**config.mk**
```make
export PLATFORM = sky130hd
export DESIGN_NAME = pulse_width_telegram_decoder
export DESIGN_NICKNAME = d
export VERILOG_FILES = /design/src/hdl/pwtd_pkg.sv /design/src/hdl/pwtd_front.sv /design/src/hdl/pwtd_queue.sv /design/src/hdl/pwtd_back.sv /design/src/hdl/pulse_width_telegram_decoder.sv
export SDC_FILE = /design/constraint.sdc
export NUM_CORES = 1
export LEC_CHECK = 0
export BUFFER_PORTS_ARGS = -buffer_cell sky130_fd_sc_hd__buf_2
export CORE_MARGIN = 2
export CORE_UTILIZATION = 44
export CTS_BUF_LIST = sky130_fd_sc_hd__clkbuf_8
export DETAILED_ROUTE_END_ITERATION = 16
export PLACE_DENSITY = 0.67
export SLEW_MARGIN = 40
export SYNTH_ARGS = -nofsm -noshare
export SYNTH_HDL_FRONTEND = slang
export SYNTH_SLANG_ARGS = --single-unit
export TNS_END_PERCENT = 30
```
**constraint.sdc**
```tcl
create_clock -name aclk -period 6.1 [get_ports aclk]
set_clock_uncertainty 0.05 [all_clocks]
set_input_delay 0 -clock aclk [delete_from_list [all_inputs] [get_ports aclk]]
set_output_delay 0 -clock aclk [all_outputs]
set_load 0.02 [all_outputs]
```
**src/hdl/pwtd_pkg.sv**
```systemverilog
package pwtd_pkg;

    // configuration register indexes
    localparam logic [2:0] CFG_GLITCH_MIN  = 3'd0;
    localparam logic [2:0] CFG_ZERO_MIN    = 3'd1;
    localparam logic [2:0] CFG_ZERO_MAX    = 3'd2;
    localparam logic [2:0] CFG_ONE_MIN     = 3'd3;
    localparam logic [2:0] CFG_ONE_MAX     = 3'd4;
    localparam logic [2:0] CFG_START_MIN   = 3'd5;
    localparam logic [2:0] CFG_START_MAX   = 3'd6;
    localparam logic [2:0] CFG_REPLY_TMO   = 3'd7;

    localparam int CFG_INDEX_W = 3;
    localparam int CFG_DATA_W  = 16;

    // register reset values
    localparam logic [15:0] RST_GLITCH_MIN = 16'd1000;
    localparam logic [15:0] RST_ZERO_MIN   = 16'd1000;
    localparam logic [15:0] RST_ZERO_MAX   = 16'd2999;
    localparam logic [15:0] RST_ONE_MIN    = 16'd3000;
    localparam logic [15:0] RST_ONE_MAX    = 16'd4999;
    localparam logic [15:0] RST_START_MIN  = 16'd5000;
    localparam logic [15:0] RST_START_MAX  = 16'd6999;
    localparam logic [15:0] RST_REPLY_TMO  = 16'd20000;

    // repeat gap window
    localparam logic [31:0] GAP_MIN_US = 32'd10000;
    localparam logic [31:0] GAP_MAX_US = 32'd60000;

    // data bit counts of the three frame kinds
    localparam logic [5:0] BITS_LONG  = 6'd32;
    localparam logic [5:0] BITS_SHORT = 6'd16;
    localparam logic [5:0] BITS_REPLY = 6'd4;

    localparam int QUEUE_DEPTH_DEF = 2;

    // classified interval handed from front to back
    typedef struct packed {
        logic is_start;
        logic bit_valid;
        logic bit_val;
        logic timeout;
        logic gap_in;
        logic gap_over;
    } token_t;

    typedef enum logic [3:0] {
        PH_WAIT   = 4'b0001,
        PH_LENGTH = 4'b0010,
        PH_DATA   = 4'b0100,
        PH_PARITY = 4'b1000
    } phase_t;

endpackage

```
**src/hdl/pwtd_front.sv**
```systemverilog
module pwtd_front (
    input  logic                                aclk,
    input  logic                                aresetn,
    input  logic                                cfg_we,
    input  logic [pwtd_pkg::CFG_INDEX_W-1:0]    cfg_index,
    input  logic [pwtd_pkg::CFG_DATA_W-1:0]     cfg_wdata,
    input  logic                                s_valid,
    output logic                                s_ready,
    input  logic [31:0]                         s_edge_time_us,
    input  logic                                q_full,
    output logic                                q_push,
    output pwtd_pkg::token_t                    q_token
);
    import pwtd_pkg::*;

    logic [15:0] glitch_min_reg, zero_min_reg, zero_max_reg, one_min_reg;
    logic [15:0] one_max_reg, start_min_reg, start_max_reg, reply_tmo_reg;
    logic [31:0] last_edge_reg, last_edge_next;
    logic [31:0] span;
    logic        keep, zero_hit, one_hit, start_hit, accept;

    // configuration registers
    always_ff @(posedge aclk) begin
        if (!aresetn) begin
            glitch_min_reg <= RST_GLITCH_MIN;
            zero_min_reg   <= RST_ZERO_MIN;
            zero_max_reg   <= RST_ZERO_MAX;
            one_min_reg    <= RST_ONE_MIN;
            one_max_reg    <= RST_ONE_MAX;
            start_min_reg  <= RST_START_MIN;
            start_max_reg  <= RST_START_MAX;
            reply_tmo_reg  <= RST_REPLY_TMO;
        end else if (cfg_we) begin
            case (cfg_index)
                CFG_GLITCH_MIN: glitch_min_reg <= cfg_wdata;
                CFG_ZERO_MIN:   zero_min_reg   <= cfg_wdata;
                CFG_ZERO_MAX:   zero_max_reg   <= cfg_wdata;
                CFG_ONE_MIN:    one_min_reg    <= cfg_wdata;
                CFG_ONE_MAX:    one_max_reg    <= cfg_wdata;
                CFG_START_MIN:  start_min_reg  <= cfg_wdata;
                CFG_START_MAX:  start_max_reg  <= cfg_wdata;
                CFG_REPLY_TMO:  reply_tmo_reg  <= cfg_wdata;
                default: ;
            endcase
        end
    end

    // interval since the last kept edge and its classes
    always_comb begin
        span      = s_edge_time_us - last_edge_reg;
        keep      = span >= {16'd0, glitch_min_reg};
        zero_hit  = (span >= {16'd0, zero_min_reg}) && (span <= {16'd0, zero_max_reg});
        one_hit   = (span >= {16'd0, one_min_reg}) && (span <= {16'd0, one_max_reg});
        start_hit = (span >= {16'd0, start_min_reg}) && (span <= {16'd0, start_max_reg});

        q_token.is_start  = start_hit;
        q_token.bit_valid = zero_hit || one_hit;
        q_token.bit_val   = !zero_hit;
        q_token.timeout   = span > {16'd0, reply_tmo_reg};
        q_token.gap_in    = (span >= GAP_MIN_US) && (span <= GAP_MAX_US);
        q_token.gap_over  = span > GAP_MAX_US;
    end

    // glitches are accepted but never queued
    assign s_ready = !q_full;
    assign accept  = s_valid && s_ready;
    assign q_push  = accept && keep;

    always_comb begin
        last_edge_next = last_edge_reg;
        if (q_push) begin
            last_edge_next = s_edge_time_us;
        end
    end

    always_ff @(posedge aclk) begin
        if (!aresetn) begin
            last_edge_reg <= 32'd0;
        end else begin
            last_edge_reg <= last_edge_next;
        end
    end

endmodule

```
**src/hdl/pwtd_queue.sv**
```systemverilog
module pwtd_queue #(
    parameter int QUEUE_DEPTH = pwtd_pkg::QUEUE_DEPTH_DEF
) (
    input  logic             aclk,
    input  logic             aresetn,
    input  logic             push,
    input  pwtd_pkg::token_t push_token,
    output logic             full,
    input  logic             pop,
    output logic             head_valid,
    output pwtd_pkg::token_t head_token
);
    import pwtd_pkg::*;

    localparam int PTR_W = (QUEUE_DEPTH > 1) ? $clog2(QUEUE_DEPTH) : 1;
    localparam int CNT_W = $clog2(QUEUE_DEPTH + 1);
    localparam logic [PTR_W-1:0] PTR_LAST = PTR_W'(QUEUE_DEPTH - 1);
    localparam logic [CNT_W-1:0] CNT_FULL = CNT_W'(QUEUE_DEPTH);

    token_t            slot_reg [QUEUE_DEPTH];
    logic [PTR_W-1:0]  wr_ptr_reg, wr_ptr_next, rd_ptr_reg, rd_ptr_next;
    logic [CNT_W-1:0]  count_reg, count_next;

    assign full       = count_reg == CNT_FULL;
    assign head_valid = count_reg != '0;
    assign head_token = slot_reg[rd_ptr_reg];

    // storage
    always_ff @(posedge aclk) begin
        if (push) begin
            slot_reg[wr_ptr_reg] <= push_token;
        end
    end

    // pointers and fill count
    always_comb begin
        wr_ptr_next = wr_ptr_reg;
        rd_ptr_next = rd_ptr_reg;
        count_next  = count_reg;
        if (push) begin
            wr_ptr_next = (wr_ptr_reg == PTR_LAST) ? '0 : wr_ptr_reg + 1'b1;
        end
        if (pop) begin
            rd_ptr_next = (rd_ptr_reg == PTR_LAST) ? '0 : rd_ptr_reg + 1'b1;
        end
        if (push && !pop) begin
            count_next = count_reg + 1'b1;
        end else if (pop && !push) begin
            count_next = count_reg - 1'b1;
        end
    end

    always_ff @(posedge aclk) begin
        if (!aresetn) begin
            wr_ptr_reg <= '0;
            rd_ptr_reg <= '0;
            count_reg  <= '0;
        end else begin
            wr_ptr_reg <= wr_ptr_next;
            rd_ptr_reg <= rd_ptr_next;
            count_reg  <= count_next;
        end
    end

`ifndef ASSERT_OFF
    a_no_push_full: assert property (@(posedge aclk) disable iff (!aresetn)
        full |-> !push || pop)
        else $error("queue written while full");
    a_no_pop_empty: assert property (@(posedge aclk) disable iff (!aresetn)
        pop |-> head_valid)
        else $error("queue read while empty");
    a_count_bound: assert property (@(posedge aclk) disable iff (!aresetn)
        count_reg <= CNT_FULL)
        else $error("queue count beyond depth");
`endif

endmodule

```
**src/hdl/pwtd_back.sv**
```systemverilog
module pwtd_back (
    input  logic             aclk,
    input  logic             aresetn,
    input  logic             in_valid,
    input  pwtd_pkg::token_t in_token,
    output logic             in_pop,
    output logic             m_valid,
    input  logic             m_ready,
    output logic [31:0]      m_frame_word,
    output logic             m_long_frame,
    output logic             m_is_reply,
    output logic             m_is_repeat
);
    import pwtd_pkg::*;

    phase_t      phase_reg, phase_next;
    logic [5:0]  exp_reg, exp_next, taken_reg, taken_next, taken_inc;
    logic [31:0] shift_reg, shift_next, last_word_reg, last_word_next;
    logic        long_reg, long_next, gap_reg, gap_next, await_reg, await_next;
    logic        await_eff, gap_eff, good, reply, emit;
    logic        out_valid_reg, out_valid_next;
    logic [31:0] out_word_reg;
    logic        out_long_reg, out_reply_reg, out_rep_reg;
    logic        rep;

    // take a token whenever the output register is free or draining
    assign in_pop = in_valid && (!out_valid_reg || m_ready);

    // frame sequencer
    always_comb begin
        phase_next     = phase_reg;
        exp_next       = exp_reg;
        taken_next     = taken_reg;
        shift_next     = shift_reg;
        long_next      = long_reg;
        last_word_next = last_word_reg;
        emit           = 1'b0;

        await_eff = await_reg && !in_token.timeout;
        gap_eff   = in_token.gap_in ? 1'b1 : (in_token.gap_over ? 1'b0 : gap_reg);
        taken_inc = taken_reg + 6'd1;
        good      = ((^shift_reg) ^ 1'b1) == in_token.bit_val;
        reply     = (exp_reg == BITS_REPLY) || ((exp_reg == BITS_LONG) && await_eff);
        rep       = (last_word_reg == shift_reg) && gap_eff;
        gap_next  = gap_eff;
        await_next = await_eff;

        if (in_token.is_start) begin
            shift_next = 32'd0;
            long_next  = 1'b0;
            taken_next = 6'd0;
            phase_next = PH_LENGTH;
        end else if (phase_reg == PH_WAIT) begin
            phase_next = PH_WAIT;
        end else if (!in_token.bit_valid) begin
            phase_next = PH_WAIT;
        end else begin
            case (phase_reg)
                PH_LENGTH: begin
                    long_next  = in_token.bit_val;
                    exp_next   = in_token.bit_val ? BITS_LONG
                               : (await_eff ? BITS_REPLY : BITS_SHORT);
                    taken_next = 6'd0;
                    phase_next = PH_DATA;
                end
                PH_DATA: begin
                    shift_next = {shift_reg[30:0], in_token.bit_val};
                    taken_next = taken_inc;
                    if (taken_inc >= exp_reg) begin
                        phase_next = PH_PARITY;
                    end
                end
                PH_PARITY: begin
                    phase_next = PH_WAIT;
                    if (good) begin
                        emit           = 1'b1;
                        last_word_next = shift_reg;
                        gap_next       = 1'b0;
                        await_next     = !reply;
                    end
                end
                default: begin
                    phase_next = PH_WAIT;
                end
            endcase
        end
    end

    always_ff @(posedge aclk) begin
        if (!aresetn) begin
            phase_reg     <= PH_WAIT;
            exp_reg       <= 6'd0;
            taken_reg     <= 6'd0;
            shift_reg     <= 32'd0;
            long_reg      <= 1'b0;
            gap_reg       <= 1'b0;
            await_reg     <= 1'b0;
            last_word_reg <= 32'd0;
        end else if (in_pop) begin
            phase_reg     <= phase_next;
            exp_reg       <= exp_next;
            taken_reg     <= taken_next;
            shift_reg     <= shift_next;
            long_reg      <= long_next;
            gap_reg       <= gap_next;
            await_reg     <= await_next;
            last_word_reg <= last_word_next;
        end
    end

    // output register
    always_comb begin
        out_valid_next = out_valid_reg;
        if (m_ready) begin
            out_valid_next = 1'b0;
        end
        if (in_pop && emit) begin
            out_valid_next = 1'b1;
        end
    end

    always_ff @(posedge aclk) begin
        if (!aresetn) begin
            out_valid_reg <= 1'b0;
        end else begin
            out_valid_reg <= out_valid_next;
        end
    end

    always_ff @(posedge aclk) begin
        if (in_pop && emit) begin
            out_word_reg  <= shift_reg;
            out_long_reg  <= long_reg;
            out_reply_reg <= reply;
            out_rep_reg   <= rep;
        end
    end

    assign m_valid      = out_valid_reg;
    assign m_frame_word = out_word_reg;
    assign m_long_frame = out_long_reg;
    assign m_is_reply   = out_reply_reg;
    assign m_is_repeat  = out_rep_reg;

`ifndef ASSERT_OFF
    a_exp_known: assert property (@(posedge aclk) disable iff (!aresetn)
        (phase_reg == PH_DATA || phase_reg == PH_PARITY) |->
        (exp_reg == BITS_LONG || exp_reg == BITS_SHORT || exp_reg == BITS_REPLY))
        else $error("bit count not a frame length");
    a_data_count: assert property (@(posedge aclk) disable iff (!aresetn)
        phase_reg == PH_DATA |-> taken_reg < exp_reg)
        else $error("data phase past expected bits");
    a_parity_count: assert property (@(posedge aclk) disable iff (!aresetn)
        phase_reg == PH_PARITY |-> taken_reg == exp_reg)
        else $error("parity phase with wrong bit count");
    a_long_len: assert property (@(posedge aclk) disable iff (!aresetn)
        (long_reg && (phase_reg == PH_DATA || phase_reg == PH_PARITY)) |->
        exp_reg == BITS_LONG)
        else $error("long frame without 32 data bits");
`endif

endmodule

```
**src/hdl/pulse_width_telegram_decoder.sv**
```systemverilog
// Pulse-width telegram decoder. Each input transfer carries one line edge
// timestamp; the block takes one edge per clock while its queue (two entries by
// default) has room. The interval of a parity edge goes into the queue, and the
// frame it completes is registered in the output register once popped. The
// front classifies intervals combinationally (one 32-bit subtract and parallel
// compares), the back runs the frame sequencer one queued interval per cycle;
// a result that is not taken holds the back, and the queue then fills and
// stalls s_ready. Glitch edges are accepted and discarded. Configuration
// writes take effect at once and belong only to idle periods.
module pulse_width_telegram_decoder #(
    parameter int QUEUE_DEPTH = pwtd_pkg::QUEUE_DEPTH_DEF
) (
    input  logic                             aclk,
    input  logic                             aresetn,
    input  logic                             cfg_we,
    input  logic [pwtd_pkg::CFG_INDEX_W-1:0] cfg_index,
    input  logic [pwtd_pkg::CFG_DATA_W-1:0]  cfg_wdata,
    input  logic                             s_valid,
    output logic                             s_ready,
    input  logic [31:0]                      s_edge_time_us,
    output logic                             m_valid,
    input  logic                             m_ready,
    output logic [31:0]                      m_frame_word,
    output logic                             m_long_frame,
    output logic                             m_is_reply,
    output logic                             m_is_repeat
);
    import pwtd_pkg::*;

    token_t push_token, head_token;
    logic   push, full, pop, head_valid;

    // classify edges
    pwtd_front u_front (
        .aclk           (aclk),
        .aresetn        (aresetn),
        .cfg_we         (cfg_we),
        .cfg_index      (cfg_index),
        .cfg_wdata      (cfg_wdata),
        .s_valid        (s_valid),
        .s_ready        (s_ready),
        .s_edge_time_us (s_edge_time_us),
        .q_full         (full),
        .q_push         (push),
        .q_token        (push_token)
    );

    // decouple front and back
    pwtd_queue #(
        .QUEUE_DEPTH (QUEUE_DEPTH)
    ) u_queue (
        .aclk       (aclk),
        .aresetn    (aresetn),
        .push       (push),
        .push_token (push_token),
        .full       (full),
        .pop        (pop),
        .head_valid (head_valid),
        .head_token (head_token)
    );

    // frame sequencer and result register
    pwtd_back u_back (
        .aclk         (aclk),
        .aresetn      (aresetn),
        .in_valid     (head_valid),
        .in_token     (head_token),
        .in_pop       (pop),
        .m_valid      (m_valid),
        .m_ready      (m_ready),
        .m_frame_word (m_frame_word),
        .m_long_frame (m_long_frame),
        .m_is_reply   (m_is_reply),
        .m_is_repeat  (m_is_repeat)
    );

endmodule

```
==> flow_metrics.py <==
metrics = {
    "clock_network": {
        "path_clk_slew_ns": 0.06,
        "clock-sinks": 293,
        "clock_path_buffers": 3,
        "clk_latency_ns": 0.61,
        "cts_tree": "yes",
        "cts_buffers": 51,
        "htreeDepth": 2,
        "root_buffer": "clkbuf_8",
        "postCtsSetupRepairBufs": 0,
    },
    "worst_setup_path": {
        "endpoint_kind": "register",
        "critPathLaunchType": "register",
        "path_cells": "ha_1, inv_1, fa_1, a21oi_1, o221ai_2, a21oi_2, o211ai_1, xnor2_1, o2111ai_1, or4_1, or4_1, o311a_2, buf_4, mux2i_1, dlygate4sd3_1",
        "cp_common_cell": "or4_1",
        "r2r_start": "u_front.last_edge_reg[0]",
        "cp.required_ns": 6.52,
        "slowest_delay_ns": 0.68,
        "timing.rr.end": "u_front.last_edge_reg[13]",
        "endpoint": "u_front.last_edge_reg[13]",
        "setup.worst_path.start": "u_front.last_edge_reg[0]",
        "crit_slowest_cell": "or4_1",
        "worst_r2r_path_depth": 15,
        "path_max_fanout": 35,
        "crit_type": "register to register",
        "rrSetupSlack_ns": 0.90,
        "timing.critical_path.arrival_ns": 5.62,
    },
    "grt": {
        "grt_use_total_pct": 22.40,
        "grt_max_degree": 86,
        "grt_pass1_vias": 13780,
        "grt_pass1_wl_mm": 70.22,
        "grt.overflow.total": 0,
        "antenna_found_initial": 0,
    },
    "synthesis": {
        "synth_area_leader_cell": "dfxtp_1",
        "netlist_area_um2": 16400,
        "synth_cell_type_count": 66,
        "ys.flop_type": "dfxtp_1",
        "yosys_register_bits": 293,
        "yosysMostFrequentCell": "nand2_1",
        "synth_nets": 2156,
        "yosys_warnings": 0,
        "yosysSeqAreaShare_pct": 38.64,
        "synth_edf_count": 47,
        "synthArstFlopShare_pct": 0,
        "yosysTopAreaCellShare_pct": 30.03,
        "synth_cells": 1934,
        "synth_area_leaders": "dfxtp_1 (30%), ha_1 (13%), edfxtp_1 (8.6%), nand2_1 (8.1%), a21oi_1 (5.7%)",
        "syn_avg_cell_area_um2": 8.478,
        "synth_common_cells": "nand2_1 (354), dfxtp_1 (246), a21oi_1 (187)",
    },
    "layout": {
        "final.fill_count": 3403,
        "instances_no_fill": 2609,
        "antenna_cells": 0,
        "layout-drive-gt1-share_pct": 10.70,
        "nets": 2322,
        "final_util_pct": 52.44,
        "syn2layout_area_growth_pct": 17.37,
    },
    "detailed_routing": {
        "antenna_left": 0,
        "vias_per_cell": 5.434,
        "via_count": 14180,
        "drc_errors": 0,
        "drtIter0Drc": 844,
        "firstDrtPassIters": 6,
        "wl_per_cell_um": 16.68,
        "routed_wl_mm": 43.53,
    },
    "timing": {
        "post-route-min-period_ns": 5.200,
        "relSlewSlack_pct": 47.52,
        "timing.fmax_mhz": 192.3,
        "whs_ns": 0.02558,
        "slew_violations": 0,
        "fin_crit_sh_pct": 85.25,
        "hold_viol": 0,
        "tightest_slew_ns": 0.7816,
        "rsz0062_at_grt": "false",
        "setup_viol": 0,
        "fin_tns_setup_ns": 0,
    },
    "outcome": {
        "status": "completed",
    },
    "floorplan": {
        "die_h_um": 197.0,
        "core_um2": 36700,
        "die_w_um": 197.0,
        "die_area_um2": 38830,
        "start_util_pct": 44.68,
        "ioPinCount": 93,
        "rows": 70,
    },
    "pwr": {
        "power_frac_comb_pct": 32.7,
        "vdd_ir_drop_max_uv": 204.1,
        "p_seq_share_pct": 36.1,
        "p_int_uw": 3761,
        "power_switching_uw": 2061,
        "switching_share_pct": 35.40,
        "pwr-share-clk_pct": 31.2,
        "p_leak_uw": 0.007936,
        "power_density_nw_per_um2": 302.5,
    },
    "min_path": {
        "hp-class": "primary input to register",
    },
    "placed_design": {
        "hpwl_mm": 28.91,
        "dp_cells": 2423,
        "port-buffer-count": 92,
        "gp_congestion": 0.8930,
    },
    "run": {
        "maxCapViolations": 0,
    },
}
==> routing by layer <==
layer | routed length (µm) | share of wire, % | vias up | global-route usage, %
li1 | - | - | 6987 | -
met1 | 19200 | 44 | 6703 | 28.12
met2 | 20040 | 46 | 379 | 37.95
met3 | 2462 | 5.7 | 109 | 3.773
met4 | 1823 | 4.2 | 0 | 9.774
met5 | 0 | 0 | - | 0
==> worst min path at each step <==
stage                       start                         to  slack [ns]  depth (start not counted)
5_1_grt                   s_valid       u_queue.count_reg[0]        0.04                          5
4_1_cts                   s_valid       u_queue.count_reg[0]        0.01                          5
6_report                  s_valid       u_queue.count_reg[0]        0.03                          5
3_5_place_dp    s_edge_time_us[0]   u_front.last_edge_reg[0]        0.22                          3
3_3_place_gp    s_edge_time_us[0]   u_front.last_edge_reg[0]        0.21                          3
2_1_floorplan  s_edge_time_us[10]  u_front.last_edge_reg[10]        0.09                          2
==> placed cells by master, fill, tap and decap left out, types with 49 or more instances in the layout <==
cell           Yosys  routed
a21oi_1          187     186
buf_2              8      91
clkbuf_8           0      57
dfxtp_1          246     246
dlygate4sd3_1      0      91
ha_1             165     165
inv_1            167     177
mux2i_1           72      71
nand2_1          354     354
nand3_1           60      59
nor2_1            89      87
o211ai_1          56      56
xor2_1            49      49
==> worst max-delay path: cells and delay by family (launching register included) <==
kind	cells	cell delay [ns]
AOI/OAI and AO/OA	6	1.51
xor gates and xnor gates	1	0.19
adders and majority gates	2	0.58
buffers and inverters	3	0.98
DFF	1	0.33
muxes	1	0.19
and+or+nand+nor	2	1.19
==> cell type report <==
cell class | count | area (µm²) | share of cell area, %
clock inverter | 37 | 234.0 | 1.216
inverter | 169 | 639.4 | 3.322
multi-input combinational | 1374 | 9057 | 47.06
sequential | 293 | 6336 | 32.92
timing repair buffer | 211 | 1608 | 8.354
tap | 468 | 585.6 | 3.043
clock buffer | 57 | 784.5 | 4.076
==> cell families (layout without fill, tap and decap cells) <==
kind of cell	count (synthesis)	count (layout)	share of synthesized area, %
flip-flops	293	293	38.64
buffers and inverters	267	474	6.471
XOR/XNOR	94	94	5.021
multiplexers	75	75	4.601
AO/OA/AOI/OAI	412	412	15.85
AND/OR/NAND/NOR	627	627	16.70
adder cells (fa/ha/maj)	166	166	12.71
==> power groups by stage <==
stage	Combinational [µW]	Clock, µW	Sequential [µW]
floorplan	1270	0	2130
detailed placement	1810	0	2140
global route	2120	1950	2110
CTS	1880	1850	2100
global placement	1760	0	2140
finish	1900	1810	2100
==> what timing repair did <==
item                      CTS  global route
gates resized for setup     0             0
hold endpoints to repair  161             0
hold buffers               91             0
==> per-stage QoR <==
step	setup WS (ns)	instance area [µm²]	power [µW]
final	0.8997	19240	5822
after global routing	0.5056	19240	6185
after CTS	0.9398	19200	5837
after detailed placement	0.9589	17270	3951
after global placement	1.037	17260	3897
after floorplan	1.360	16400	3398
No activity file was read; power rests on OpenSTA's default activity.
